**config.mk**
```make
export PLATFORM = sky130hd
export DESIGN_NAME = adc_ladder_key_classifier_unit_flat
export DESIGN_NICKNAME = d
export VERILOG_FILES = /design/src/design/akc_pkg.sv /design/src/design/akc_sample_if.sv /design/src/design/akc_result_if.sv /design/src/design/akc_cfg.sv /design/src/design/akc_core.sv /design/src/design/adc_ladder_key_classifier_unit.sv /design/src/flat_wrapper.sv
export SDC_FILE = /design/constraint.sdc
export NUM_CORES = 1
export LEC_CHECK = 0
export ABC_AREA = 1
export BUFFER_PORTS_ARGS = -buffer_cell sky130_fd_sc_hd__buf_2
export CAP_MARGIN = 20
export CORE_MARGIN = 8
export CORE_UTILIZATION = 45
export CTS_CLUSTER_SIZE = 10
export DETAILED_ROUTE_END_ITERATION = 7
export GPL_ROUTABILITY_DRIVEN = 0
export PLACE_DENSITY = 0.65
export SLEW_MARGIN = 20
export SYNTH_ARGS = -nofsm -noshare
export SYNTH_HDL_FRONTEND = slang
export SYNTH_SLANG_ARGS = --single-unit
```
**constraint.sdc**
```tcl
create_clock -name clk_i -period 6 [get_ports clk_i]
set_clock_uncertainty 0.15 [all_clocks]
set_input_delay 0.6 -clock clk_i [delete_from_list [all_inputs] [get_ports clk_i]]
set_output_delay 0.6 -clock clk_i [all_outputs]
set_load 0.1 [all_outputs]
```
**src/design/akc_pkg.sv**
```systemverilog
`default_nettype none

package akc_pkg;

  // Field widths
  localparam int unsigned SampleW  = 12;
  localparam int unsigned WindowW  = 12;
  localparam int unsigned MissW    = 16;
  localparam int unsigned CountW   = 19;
  localparam int unsigned ButtonW  = 2;
  localparam int unsigned CfgDataW = 19;
  localparam int unsigned CfgIdxW  = 3;

  // Saturation value of the held counter
  localparam logic [CountW-1:0] HeldMax = {CountW{1'b1}};

  // Register indexes
  localparam logic [CfgIdxW-1:0] RegReleaseLevel = 3'd0;
  localparam logic [CfgIdxW-1:0] RegMatchWindow  = 3'd1;
  localparam logic [CfgIdxW-1:0] RegMissLimit    = 3'd2;
  localparam logic [CfgIdxW-1:0] RegMinHeld      = 3'd3;
  localparam logic [CfgIdxW-1:0] RegLongHeld     = 3'd4;
  localparam logic [CfgIdxW-1:0] RegMaxSamples   = 3'd5;
  localparam logic [CfgIdxW-1:0] RegLevelOne     = 3'd6;
  localparam logic [CfgIdxW-1:0] RegLevelTwo     = 3'd7;

  // Register reset values
  localparam logic [SampleW-1:0] RstReleaseLevel = 12'd3800;
  localparam logic [WindowW-1:0] RstMatchWindow  = 12'd150;
  localparam logic [MissW-1:0]   RstMissLimit    = 16'd1000;
  localparam logic [CountW-1:0]  RstMinHeld      = 19'd100;
  localparam logic [CountW-1:0]  RstLongHeld     = 19'd15000;
  localparam logic [CountW-1:0]  RstMaxSamples   = 19'd500000;
  localparam logic [SampleW-1:0] RstLevelOne     = 12'd500;
  localparam logic [SampleW-1:0] RstLevelTwo     = 12'd2000;

  // Button codes
  localparam logic [ButtonW-1:0] BtnSelect = 2'd0;
  localparam logic [ButtonW-1:0] BtnUp     = 2'd1;
  localparam logic [ButtonW-1:0] BtnDown   = 2'd2;

  // Live configuration handed to the core
  typedef struct packed {
    logic [SampleW-1:0] release_level;
    logic [WindowW-1:0] match_window;
    logic [MissW-1:0]   miss_limit;
    logic [CountW-1:0]  min_held;
    logic [CountW-1:0]  long_held;
    logic [CountW-1:0]  max_samples;
    logic [SampleW-1:0] level_one;
    logic [SampleW-1:0] level_two;
  } cfg_t;

endpackage

`default_nettype wire

```
**src/design/akc_sample_if.sv**
```systemverilog
`default_nettype none

interface akc_sample_if
  import akc_pkg::*;
();
  logic               valid;
  logic               ready;
  logic [SampleW-1:0] sample;

  modport source (output valid, output sample, input ready);
  modport sink   (input valid, input sample, output ready);
endinterface

`default_nettype wire

```
**src/design/akc_result_if.sv**
```systemverilog
`default_nettype none

interface akc_result_if
  import akc_pkg::*;
();
  logic               valid;
  logic               ready;
  logic [ButtonW-1:0] button;
  logic               long_press;

  modport source (output valid, output button, output long_press, input ready);
  modport sink   (input valid, input button, input long_press, output ready);
endinterface

`default_nettype wire

```
**src/design/akc_cfg.sv**
```systemverilog
`default_nettype none

module akc_cfg
  import akc_pkg::*;
(
  input  wire logic                clk_i,
  input  wire logic                rst_ni,
  input  wire logic                cfg_we_i,
  input  wire logic [CfgIdxW-1:0]  cfg_idx_i,
  input  wire logic [CfgDataW-1:0] cfg_data_i,
  output cfg_t                     cfg_o
);

  cfg_t cfg_q;

  // Register file, written one register per word
  always_ff @(posedge clk_i or negedge rst_ni) begin
    if (!rst_ni) begin
      cfg_q.release_level <= RstReleaseLevel;
      cfg_q.match_window  <= RstMatchWindow;
      cfg_q.miss_limit    <= RstMissLimit;
      cfg_q.min_held      <= RstMinHeld;
      cfg_q.long_held     <= RstLongHeld;
      cfg_q.max_samples   <= RstMaxSamples;
      cfg_q.level_one     <= RstLevelOne;
      cfg_q.level_two     <= RstLevelTwo;
    end else if (cfg_we_i) begin
      case (cfg_idx_i)
        RegReleaseLevel: cfg_q.release_level <= cfg_data_i[SampleW-1:0];
        RegMatchWindow:  cfg_q.match_window  <= cfg_data_i[WindowW-1:0];
        RegMissLimit:    cfg_q.miss_limit    <= cfg_data_i[MissW-1:0];
        RegMinHeld:      cfg_q.min_held      <= cfg_data_i[CountW-1:0];
        RegLongHeld:     cfg_q.long_held     <= cfg_data_i[CountW-1:0];
        RegMaxSamples:   cfg_q.max_samples   <= cfg_data_i[CountW-1:0];
        RegLevelOne:     cfg_q.level_one     <= cfg_data_i[SampleW-1:0];
        RegLevelTwo:     cfg_q.level_two     <= cfg_data_i[SampleW-1:0];
        default: ;
      endcase
    end
  end

  assign cfg_o = cfg_q;

endmodule

`default_nettype wire

```
**src/design/akc_core.sv**
```systemverilog
`default_nettype none

module akc_core
  import akc_pkg::*;
(
  input  wire logic      clk_i,
  input  wire logic      rst_ni,
  input  wire cfg_t      cfg_i,
  akc_sample_if.sink     in_if,
  akc_result_if.source   out_if
);

  typedef enum logic [1:0] {
    PhIdle   = 2'd0,
    PhSample = 2'd1,
    PhWait   = 2'd2
  } phase_e;

  // Input register
  logic               s1_valid_q;
  logic [SampleW-1:0] s1_sample_q;

  // Press state
  phase_e             phase_q, phase_d;
  logic [SampleW-1:0] ref_q, ref_d;
  logic [CountW-1:0]  held_q, held_d;
  logic [MissW-1:0]   miss_q, miss_d;
  logic [CountW-1:0]  seen_q, seen_d;

  // Result register
  logic               out_valid_q;
  logic [ButtonW-1:0] button_q, button_d;
  logic               long_q, long_d;
  logic               emit;

  logic               proc_go;
  logic               hit;
  logic [SampleW-1:0] drop;
  logic [MissW-1:0]   miss_next;
  logic [CountW-1:0]  held_next;
  logic [CountW:0]    seen_inc;

  // The registered word is processed when the result register can take a word
  assign proc_go     = s1_valid_q && (!out_valid_q || out_if.ready);
  assign in_if.ready = !s1_valid_q || proc_go;

  always_ff @(posedge clk_i or negedge rst_ni) begin
    if (!rst_ni) begin
      s1_valid_q <= 1'b0;
    end else if (in_if.ready) begin
      s1_valid_q <= in_if.valid;
    end
  end

  always_ff @(posedge clk_i) begin
    if (in_if.ready && in_if.valid) begin
      s1_sample_q <= in_if.sample;
    end
  end

  // Hit test: at or below the reference and less than the window below it
  assign drop      = ref_q - s1_sample_q;
  assign hit       = (s1_sample_q <= ref_q) && (drop < cfg_i.match_window);
  assign miss_next = hit ? miss_q : miss_q - MissW'(1);
  assign held_next = (hit && (held_q != HeldMax)) ? held_q + CountW'(1) : held_q;
  assign seen_inc  = {1'b0, seen_q} + (CountW+1)'(1);

  // Next press state and result
  always_comb begin
    phase_d  = phase_q;
    ref_d    = ref_q;
    held_d   = held_q;
    miss_d   = miss_q;
    seen_d   = seen_q;
    emit     = 1'b0;
    button_d = BtnDown;
    long_d   = (held_q >= cfg_i.long_held);
    if (cfg_i.level_two > ref_q) begin
      button_d = BtnUp;
    end
    if (cfg_i.level_one > ref_q) begin
      button_d = BtnSelect;
    end
    case (phase_q)
      PhSample: begin
        held_d = held_next;
        miss_d = miss_next;
        if (miss_next == '0) begin
          phase_d = (held_next < cfg_i.min_held) ? PhIdle : PhWait;
        end else begin
          seen_d = seen_inc[CountW-1:0];
          if (seen_inc >= {1'b0, cfg_i.max_samples}) begin
            phase_d = PhWait;
          end
        end
      end
      PhWait: begin
        if (s1_sample_q >= cfg_i.release_level) begin
          emit    = 1'b1;
          phase_d = PhIdle;
        end
      end
      default: begin
        // idle, and the unused code
        phase_d = PhIdle;
        if (s1_sample_q <= cfg_i.release_level) begin
          ref_d   = s1_sample_q;
          held_d  = '0;
          miss_d  = cfg_i.miss_limit;
          seen_d  = '0;
          phase_d = PhSample;
        end
      end
    endcase
  end

  always_ff @(posedge clk_i or negedge rst_ni) begin
    if (!rst_ni) begin
      phase_q <= PhIdle;
      ref_q   <= '0;
      held_q  <= '0;
      miss_q  <= '0;
      seen_q  <= '0;
    end else if (proc_go) begin
      phase_q <= phase_d;
      ref_q   <= ref_d;
      held_q  <= held_d;
      miss_q  <= miss_d;
      seen_q  <= seen_d;
    end
  end

  always_ff @(posedge clk_i or negedge rst_ni) begin
    if (!rst_ni) begin
      out_valid_q <= 1'b0;
    end else if (proc_go) begin
      out_valid_q <= emit;
    end else if (out_if.ready) begin
      out_valid_q <= 1'b0;
    end
  end

  always_ff @(posedge clk_i) begin
    if (proc_go && emit) begin
      button_q <= button_d;
      long_q   <= long_d;
    end
  end

  assign out_if.valid      = out_valid_q;
  assign out_if.button     = button_q;
  assign out_if.long_press = long_q;

  // A word leaves only after a release seen in the wait phase
  a_emit_from_wait: assert property (@(posedge clk_i) disable iff (!rst_ni)
    $rose(out_valid_q) |-> $past(phase_q) == PhWait)
    else $error("result word without a wait phase");

  // A release in the wait phase always loads a result
  a_release_emits: assert property (@(posedge clk_i) disable iff (!rst_ni)
    (proc_go && phase_q == PhWait && s1_sample_q >= cfg_i.release_level)
      |=> out_valid_q && phase_q == PhIdle)
    else $error("release in wait phase lost");

  // While sampling, held samples never outnumber counted samples
  a_held_le_seen: assert property (@(posedge clk_i) disable iff (!rst_ni)
    phase_q == PhSample |-> held_q <= seen_q)
    else $error("held count above sample count");

  // Sampling never runs past the sample limit
  a_seen_bound: assert property (@(posedge clk_i) disable iff (!rst_ni)
    (phase_q == PhSample && $stable(cfg_i.max_samples)) |-> seen_q < cfg_i.max_samples
      || seen_q == '0)
    else $error("sample count past limit");

endmodule

`default_nettype wire

```
**src/design/adc_ladder_key_classifier_unit.sv**
```systemverilog
`default_nettype none

// Resistor-ladder keypad decoder. Takes one 12-bit ADC word per cycle on
// in_if while no result waits unread (see below) and delivers at most
// one word per press on out_if: the button chosen by the reference level
// latched at press start, and a long-press flag. A sample is held in an
// input register, runs through the press state logic and any result lands
// in an output register, from which the result word is valid on out_if.
// While a result waits unread, one more sample is taken into the input
// register; the input then stalls until the result word is read.
// Registers are to be written through cfg_we_i / cfg_idx_i / cfg_data_i
// only while no press is in progress; the block does not enforce this.

module adc_ladder_key_classifier_unit
  import akc_pkg::*;
(
  input  wire logic                clk_i,
  input  wire logic                rst_ni,
  input  wire logic                cfg_we_i,
  input  wire logic [CfgIdxW-1:0]  cfg_idx_i,
  input  wire logic [CfgDataW-1:0] cfg_data_i,
  akc_sample_if.sink               in_if,
  akc_result_if.source             out_if
);

  cfg_t cfg;

  // Configuration registers
  akc_cfg u_cfg (
    .clk_i      (clk_i),
    .rst_ni     (rst_ni),
    .cfg_we_i   (cfg_we_i),
    .cfg_idx_i  (cfg_idx_i),
    .cfg_data_i (cfg_data_i),
    .cfg_o      (cfg)
  );

  // Press tracking and result register
  akc_core u_core (
    .clk_i  (clk_i),
    .rst_ni (rst_ni),
    .cfg_i  (cfg),
    .in_if  (in_if),
    .out_if (out_if)
  );

endmodule

`default_nettype wire
```
**src/flat_wrapper.sv**
```systemverilog
// flat-port wrapper written by rule: the top's interface ports become plain ports
module adc_ladder_key_classifier_unit_flat import akc_pkg::*;
  (clk_i, rst_ni, cfg_we_i, cfg_idx_i, cfg_data_i, in_if_valid, in_if_sample, in_if_ready, out_if_valid, out_if_button, out_if_long_press, out_if_ready);
  akc_sample_if in_if_i ();
  akc_result_if out_if_i ();
  input  wire logic clk_i;
  input  wire logic rst_ni;
  input  wire logic cfg_we_i;
  input  wire logic [CfgIdxW-1:0] cfg_idx_i;
  input  wire logic [CfgDataW-1:0] cfg_data_i;
  input wire logic [$bits(in_if_i.valid)-1:0] in_if_valid;
  input wire logic [$bits(in_if_i.sample)-1:0] in_if_sample;
  output wire logic [$bits(in_if_i.ready)-1:0] in_if_ready;
  output wire logic [$bits(out_if_i.valid)-1:0] out_if_valid;
  output wire logic [$bits(out_if_i.button)-1:0] out_if_button;
  output wire logic [$bits(out_if_i.long_press)-1:0] out_if_long_press;
  input wire logic [$bits(out_if_i.ready)-1:0] out_if_ready;
  assign in_if_i.valid = in_if_valid;
  assign in_if_i.sample = in_if_sample;
  assign in_if_ready = in_if_i.ready;
  assign out_if_valid = out_if_i.valid;
  assign out_if_button = out_if_i.button;
  assign out_if_long_press = out_if_i.long_press;
  assign out_if_i.ready = out_if_ready;
  adc_ladder_key_classifier_unit u_core (.clk_i(clk_i), .rst_ni(rst_ni), .cfg_we_i(cfg_we_i), .cfg_idx_i(cfg_idx_i), .cfg_data_i(cfg_data_i), .in_if(in_if_i), .out_if(out_if_i));
endmodule
```
==> results.txt <==
area leader, netlist: dfrtp_1
worst-skew pair later-pin latency: 510 ps
grt ovf: 0
IO Port Bufs: 43
ys async rst share: 0.9272
Synth Flop Type: dfrtp_1
Die X-Extent: 181.2 um
Synth Warn #: 0
area share of the largest cell type after synthesis: 0.2954
layout cells sized above 1: 0.1061
critical path type: flop to flop
via count: 9894
Worst Path Required: 6240 ps
largest net degree at the start of global routing: 70
cell row count: 60
TritonCTS buffer count: 25
ant diodes: 0
# H-tree levels: 1
gr busiest metal: met2
CP Buf/Inv Count: 4
worst-margin pin slew: 1015 ps
met2 GRT Util: 0.2918
Tcrit/Tclk final: 0.9087
Tot GR Track Use: 0.1851
crit-path most repeated cell: nand2_1
worst hold path type: input pin to flop
Worst Setup Start Kind: flop
Slew HR: 0.3218
drt total wl: 30360 um
NumNets Final: 1716
Cell Area, Synth: 12280 um^2
drt first pass iters: 5
DRT iter0 DRCs: 647
Yosys cell types: 45
Clock Pin Slew Worst Setup and Hold Paths: 60 ps
initial antenna violation count: 0
Synth area leaders: dfrtp_1 30%, ha_1 12%, nand2_1 10%, dfstp_2 9.8%, inv_1 7.4%
Area growth syn-to-layout: 10.41%
Max-cap violations: 0
GR Layer Usage met3: 0.02508
CTS tree: built
via/cell ratio: 5.167
Root Driver: clkbuf_16
RSZ-0062 raised after global routing: false
most frequent cell after synthesis: nand2_1
Max FO, Critical Path: 7
Final setup viols: 0
die area: 32840 um^2
clk buf depth: 3
syn avg cell area: 8.101 um^2
family with the most delay on the worst path: simple AND/OR/NAND/NOR gates
Worst Setup End Kind: flop
IR drop worst, VDD: 0.0002583 V
f_max: 183.4 MHz
Critical Path AT: 5690 ps
sequential area share after synthesis: 0.4305
PnR Total Power: 5.689 mW
post-route ant nets: 0
DRC errors left: 0
first-pass GRT wire length: 50000 um
global routing usage on met1: 0.2628
vias in the first global route: 9793
register bit total from synthesis: 206
dpl hpwl: 21580 um
Pleak: 6.896 nW
DR WL/cell: 15.85 um
Syn Inst Count: 1516
Fin Setup TNS: 0 ps
synth cell count leaders: 334 x nand2_1, 242 x inv_1, 176 x o21ai_0
Post-synth EDFFs: 15
Worst path max stage delay: 380 ps
die height: 181.2 um
slowest CP cell: edfxtp_1
Final Hold Fails: 0
Post-Syn Nets: 1676
Ports: 44
Tmin final: 5452 ps
status: finished, final reports clean
initial core utilization: 0.4570
Slew Viols, Final: 0
clock sink count: 206
CORE AREA: 26880 um^2
pwr dens: 419.5 nW/um^2
## layout by cell type (no fill, tap or decap), types with 5 or more instances in the layout
master,instances
a21oi_1,61
clkbuf_16,25
buf_2,42
buf_4,8
nand4_1,19
nand2_2,14
inv_2,8
xnor2_1,8
nand2_1,333
nor3_1,11
nor2_2,5
xor2_1,44
nand3_1,62
inv_1,242
dfrtp_1,145
edfxtp_1,15
o22ai_1,25
a211oi_1,5
dfstp_2,46
nor2_1,97
clkbuf_1,17
o21ai_0,176
ha_1,120
## worst register-to-register path, delay by kind of cell, from the launching register on
kind / cells / cell delay (ps)
buf+inv: 4 / 250
fa+ha+maj: 3 / 940
xor+xnor: 2 / 380
simple gates: 15 / 1780
flops: 1 / 380
compound gates: 10 / 1480
## through the flow
stage | setup WS [ps] | cells | utilization | hold WS (ps) | cell area, um^2
after CTS | 79.21 | 1914 | 0.5037 | 92.62 | 13540
after detailed placement | 94.50 | 1868 | 0.4768 | 322.9 | 12810
after global placement | 254.9 | 1868 | 0.4768 | 313.2 | 12810
after floorplan | 938.4 | 1516 | - | 154.4 | 12280
final | 548.1 | 1915 | 0.5046 | 110.3 | 13560
after global routing | 75.91 | 1915 | 0.5046 | 89.76 | 13560
## registers in the layout (all words and copies together) (netlist names), 2 cells and up
register                     cells
u_core.u_cfg.cfg_o             121
u_core.u_core.held_q            19
u_core.u_core.seen_q            19
u_core.u_core.miss_q            16
u_core.u_core.ref_q             12
u_core.u_core.s1_sample_q       12
u_core.u_core.out_if.button      2
u_core.u_core.phase_q            2
## timing repair
item                                    in CTS  in global routing
hold buffers                                 1                  0
hold endpoints to repair                    45                  0
gates resized for setup                      0                  3
buffers inserted                             0                  1
endpoints found under the setup margin       0                  1
## area by class of cell
cell class | instances | area (um^2)
fill | 2588 | 13320
multi-input combinational | 1021 | 5901
sequential | 206 | 5288
inverter | 250 | 938.4
clock buffer | 43 | 703.2
tap | 341 | 426.7
timing repair buffer | 52 | 294.0
clock inverter | 2 | 10.01
## per-layer routing
layer | part of all wire | up-vias
li1 | - | 5001
met1 | 0.49 | 4638
met2 | 0.44 | 205
met3 | 0.051 | 50
met4 | 0.021 | 0
met5 | 0 | -
## power breakdown
| part | switching [mW] | internal [mW] |
|---|---|---|
| Combinational | 1.55 | 0.856 |
| Sequential | 0.195 | 1.73 |
| Clock | 0.573 | 0.787 |
## final timing paths
check	startpoint	endpoint	slack, ps	cells after the start
min in group asynchronous	rst_ni	u_core.u_cfg.cfg_o[5]	470	2
hold reg to reg	u_core.u_cfg.cfg_o[36]	u_core.u_cfg.cfg_o[36]	330	2
max in group asynchronous	rst_ni	u_core.u_core.seen_q[10]	3940	3
hold / removal	in_if_sample[7]	u_core.u_core.s1_sample_q[7]	110	1
setup / recovery	u_core.u_core.s1_sample_q[2]	u_core.u_core.phase_q[1]	550	34
setup reg to reg	u_core.u_core.s1_sample_q[2]	u_core.u_core.phase_q[1]	550	34
## kinds of logic (layout without fill, tap and decap cells)
| group | Yosys count | after routing | share of synthesized area |
|---|---|---|---|
| compound gates | 295 | 295 | 0.1299 |
| xor+xnor | 52 | 52 | 0.03708 |
| fa+ha+maj | 121 | 121 | 0.1239 |
| buf+inv | 289 | 347 | 0.09067 |
| flops | 206 | 206 | 0.4305 |
| simple gates | 553 | 553 | 0.1880 |
Note: power is estimated with default switching activity, not from simulation.
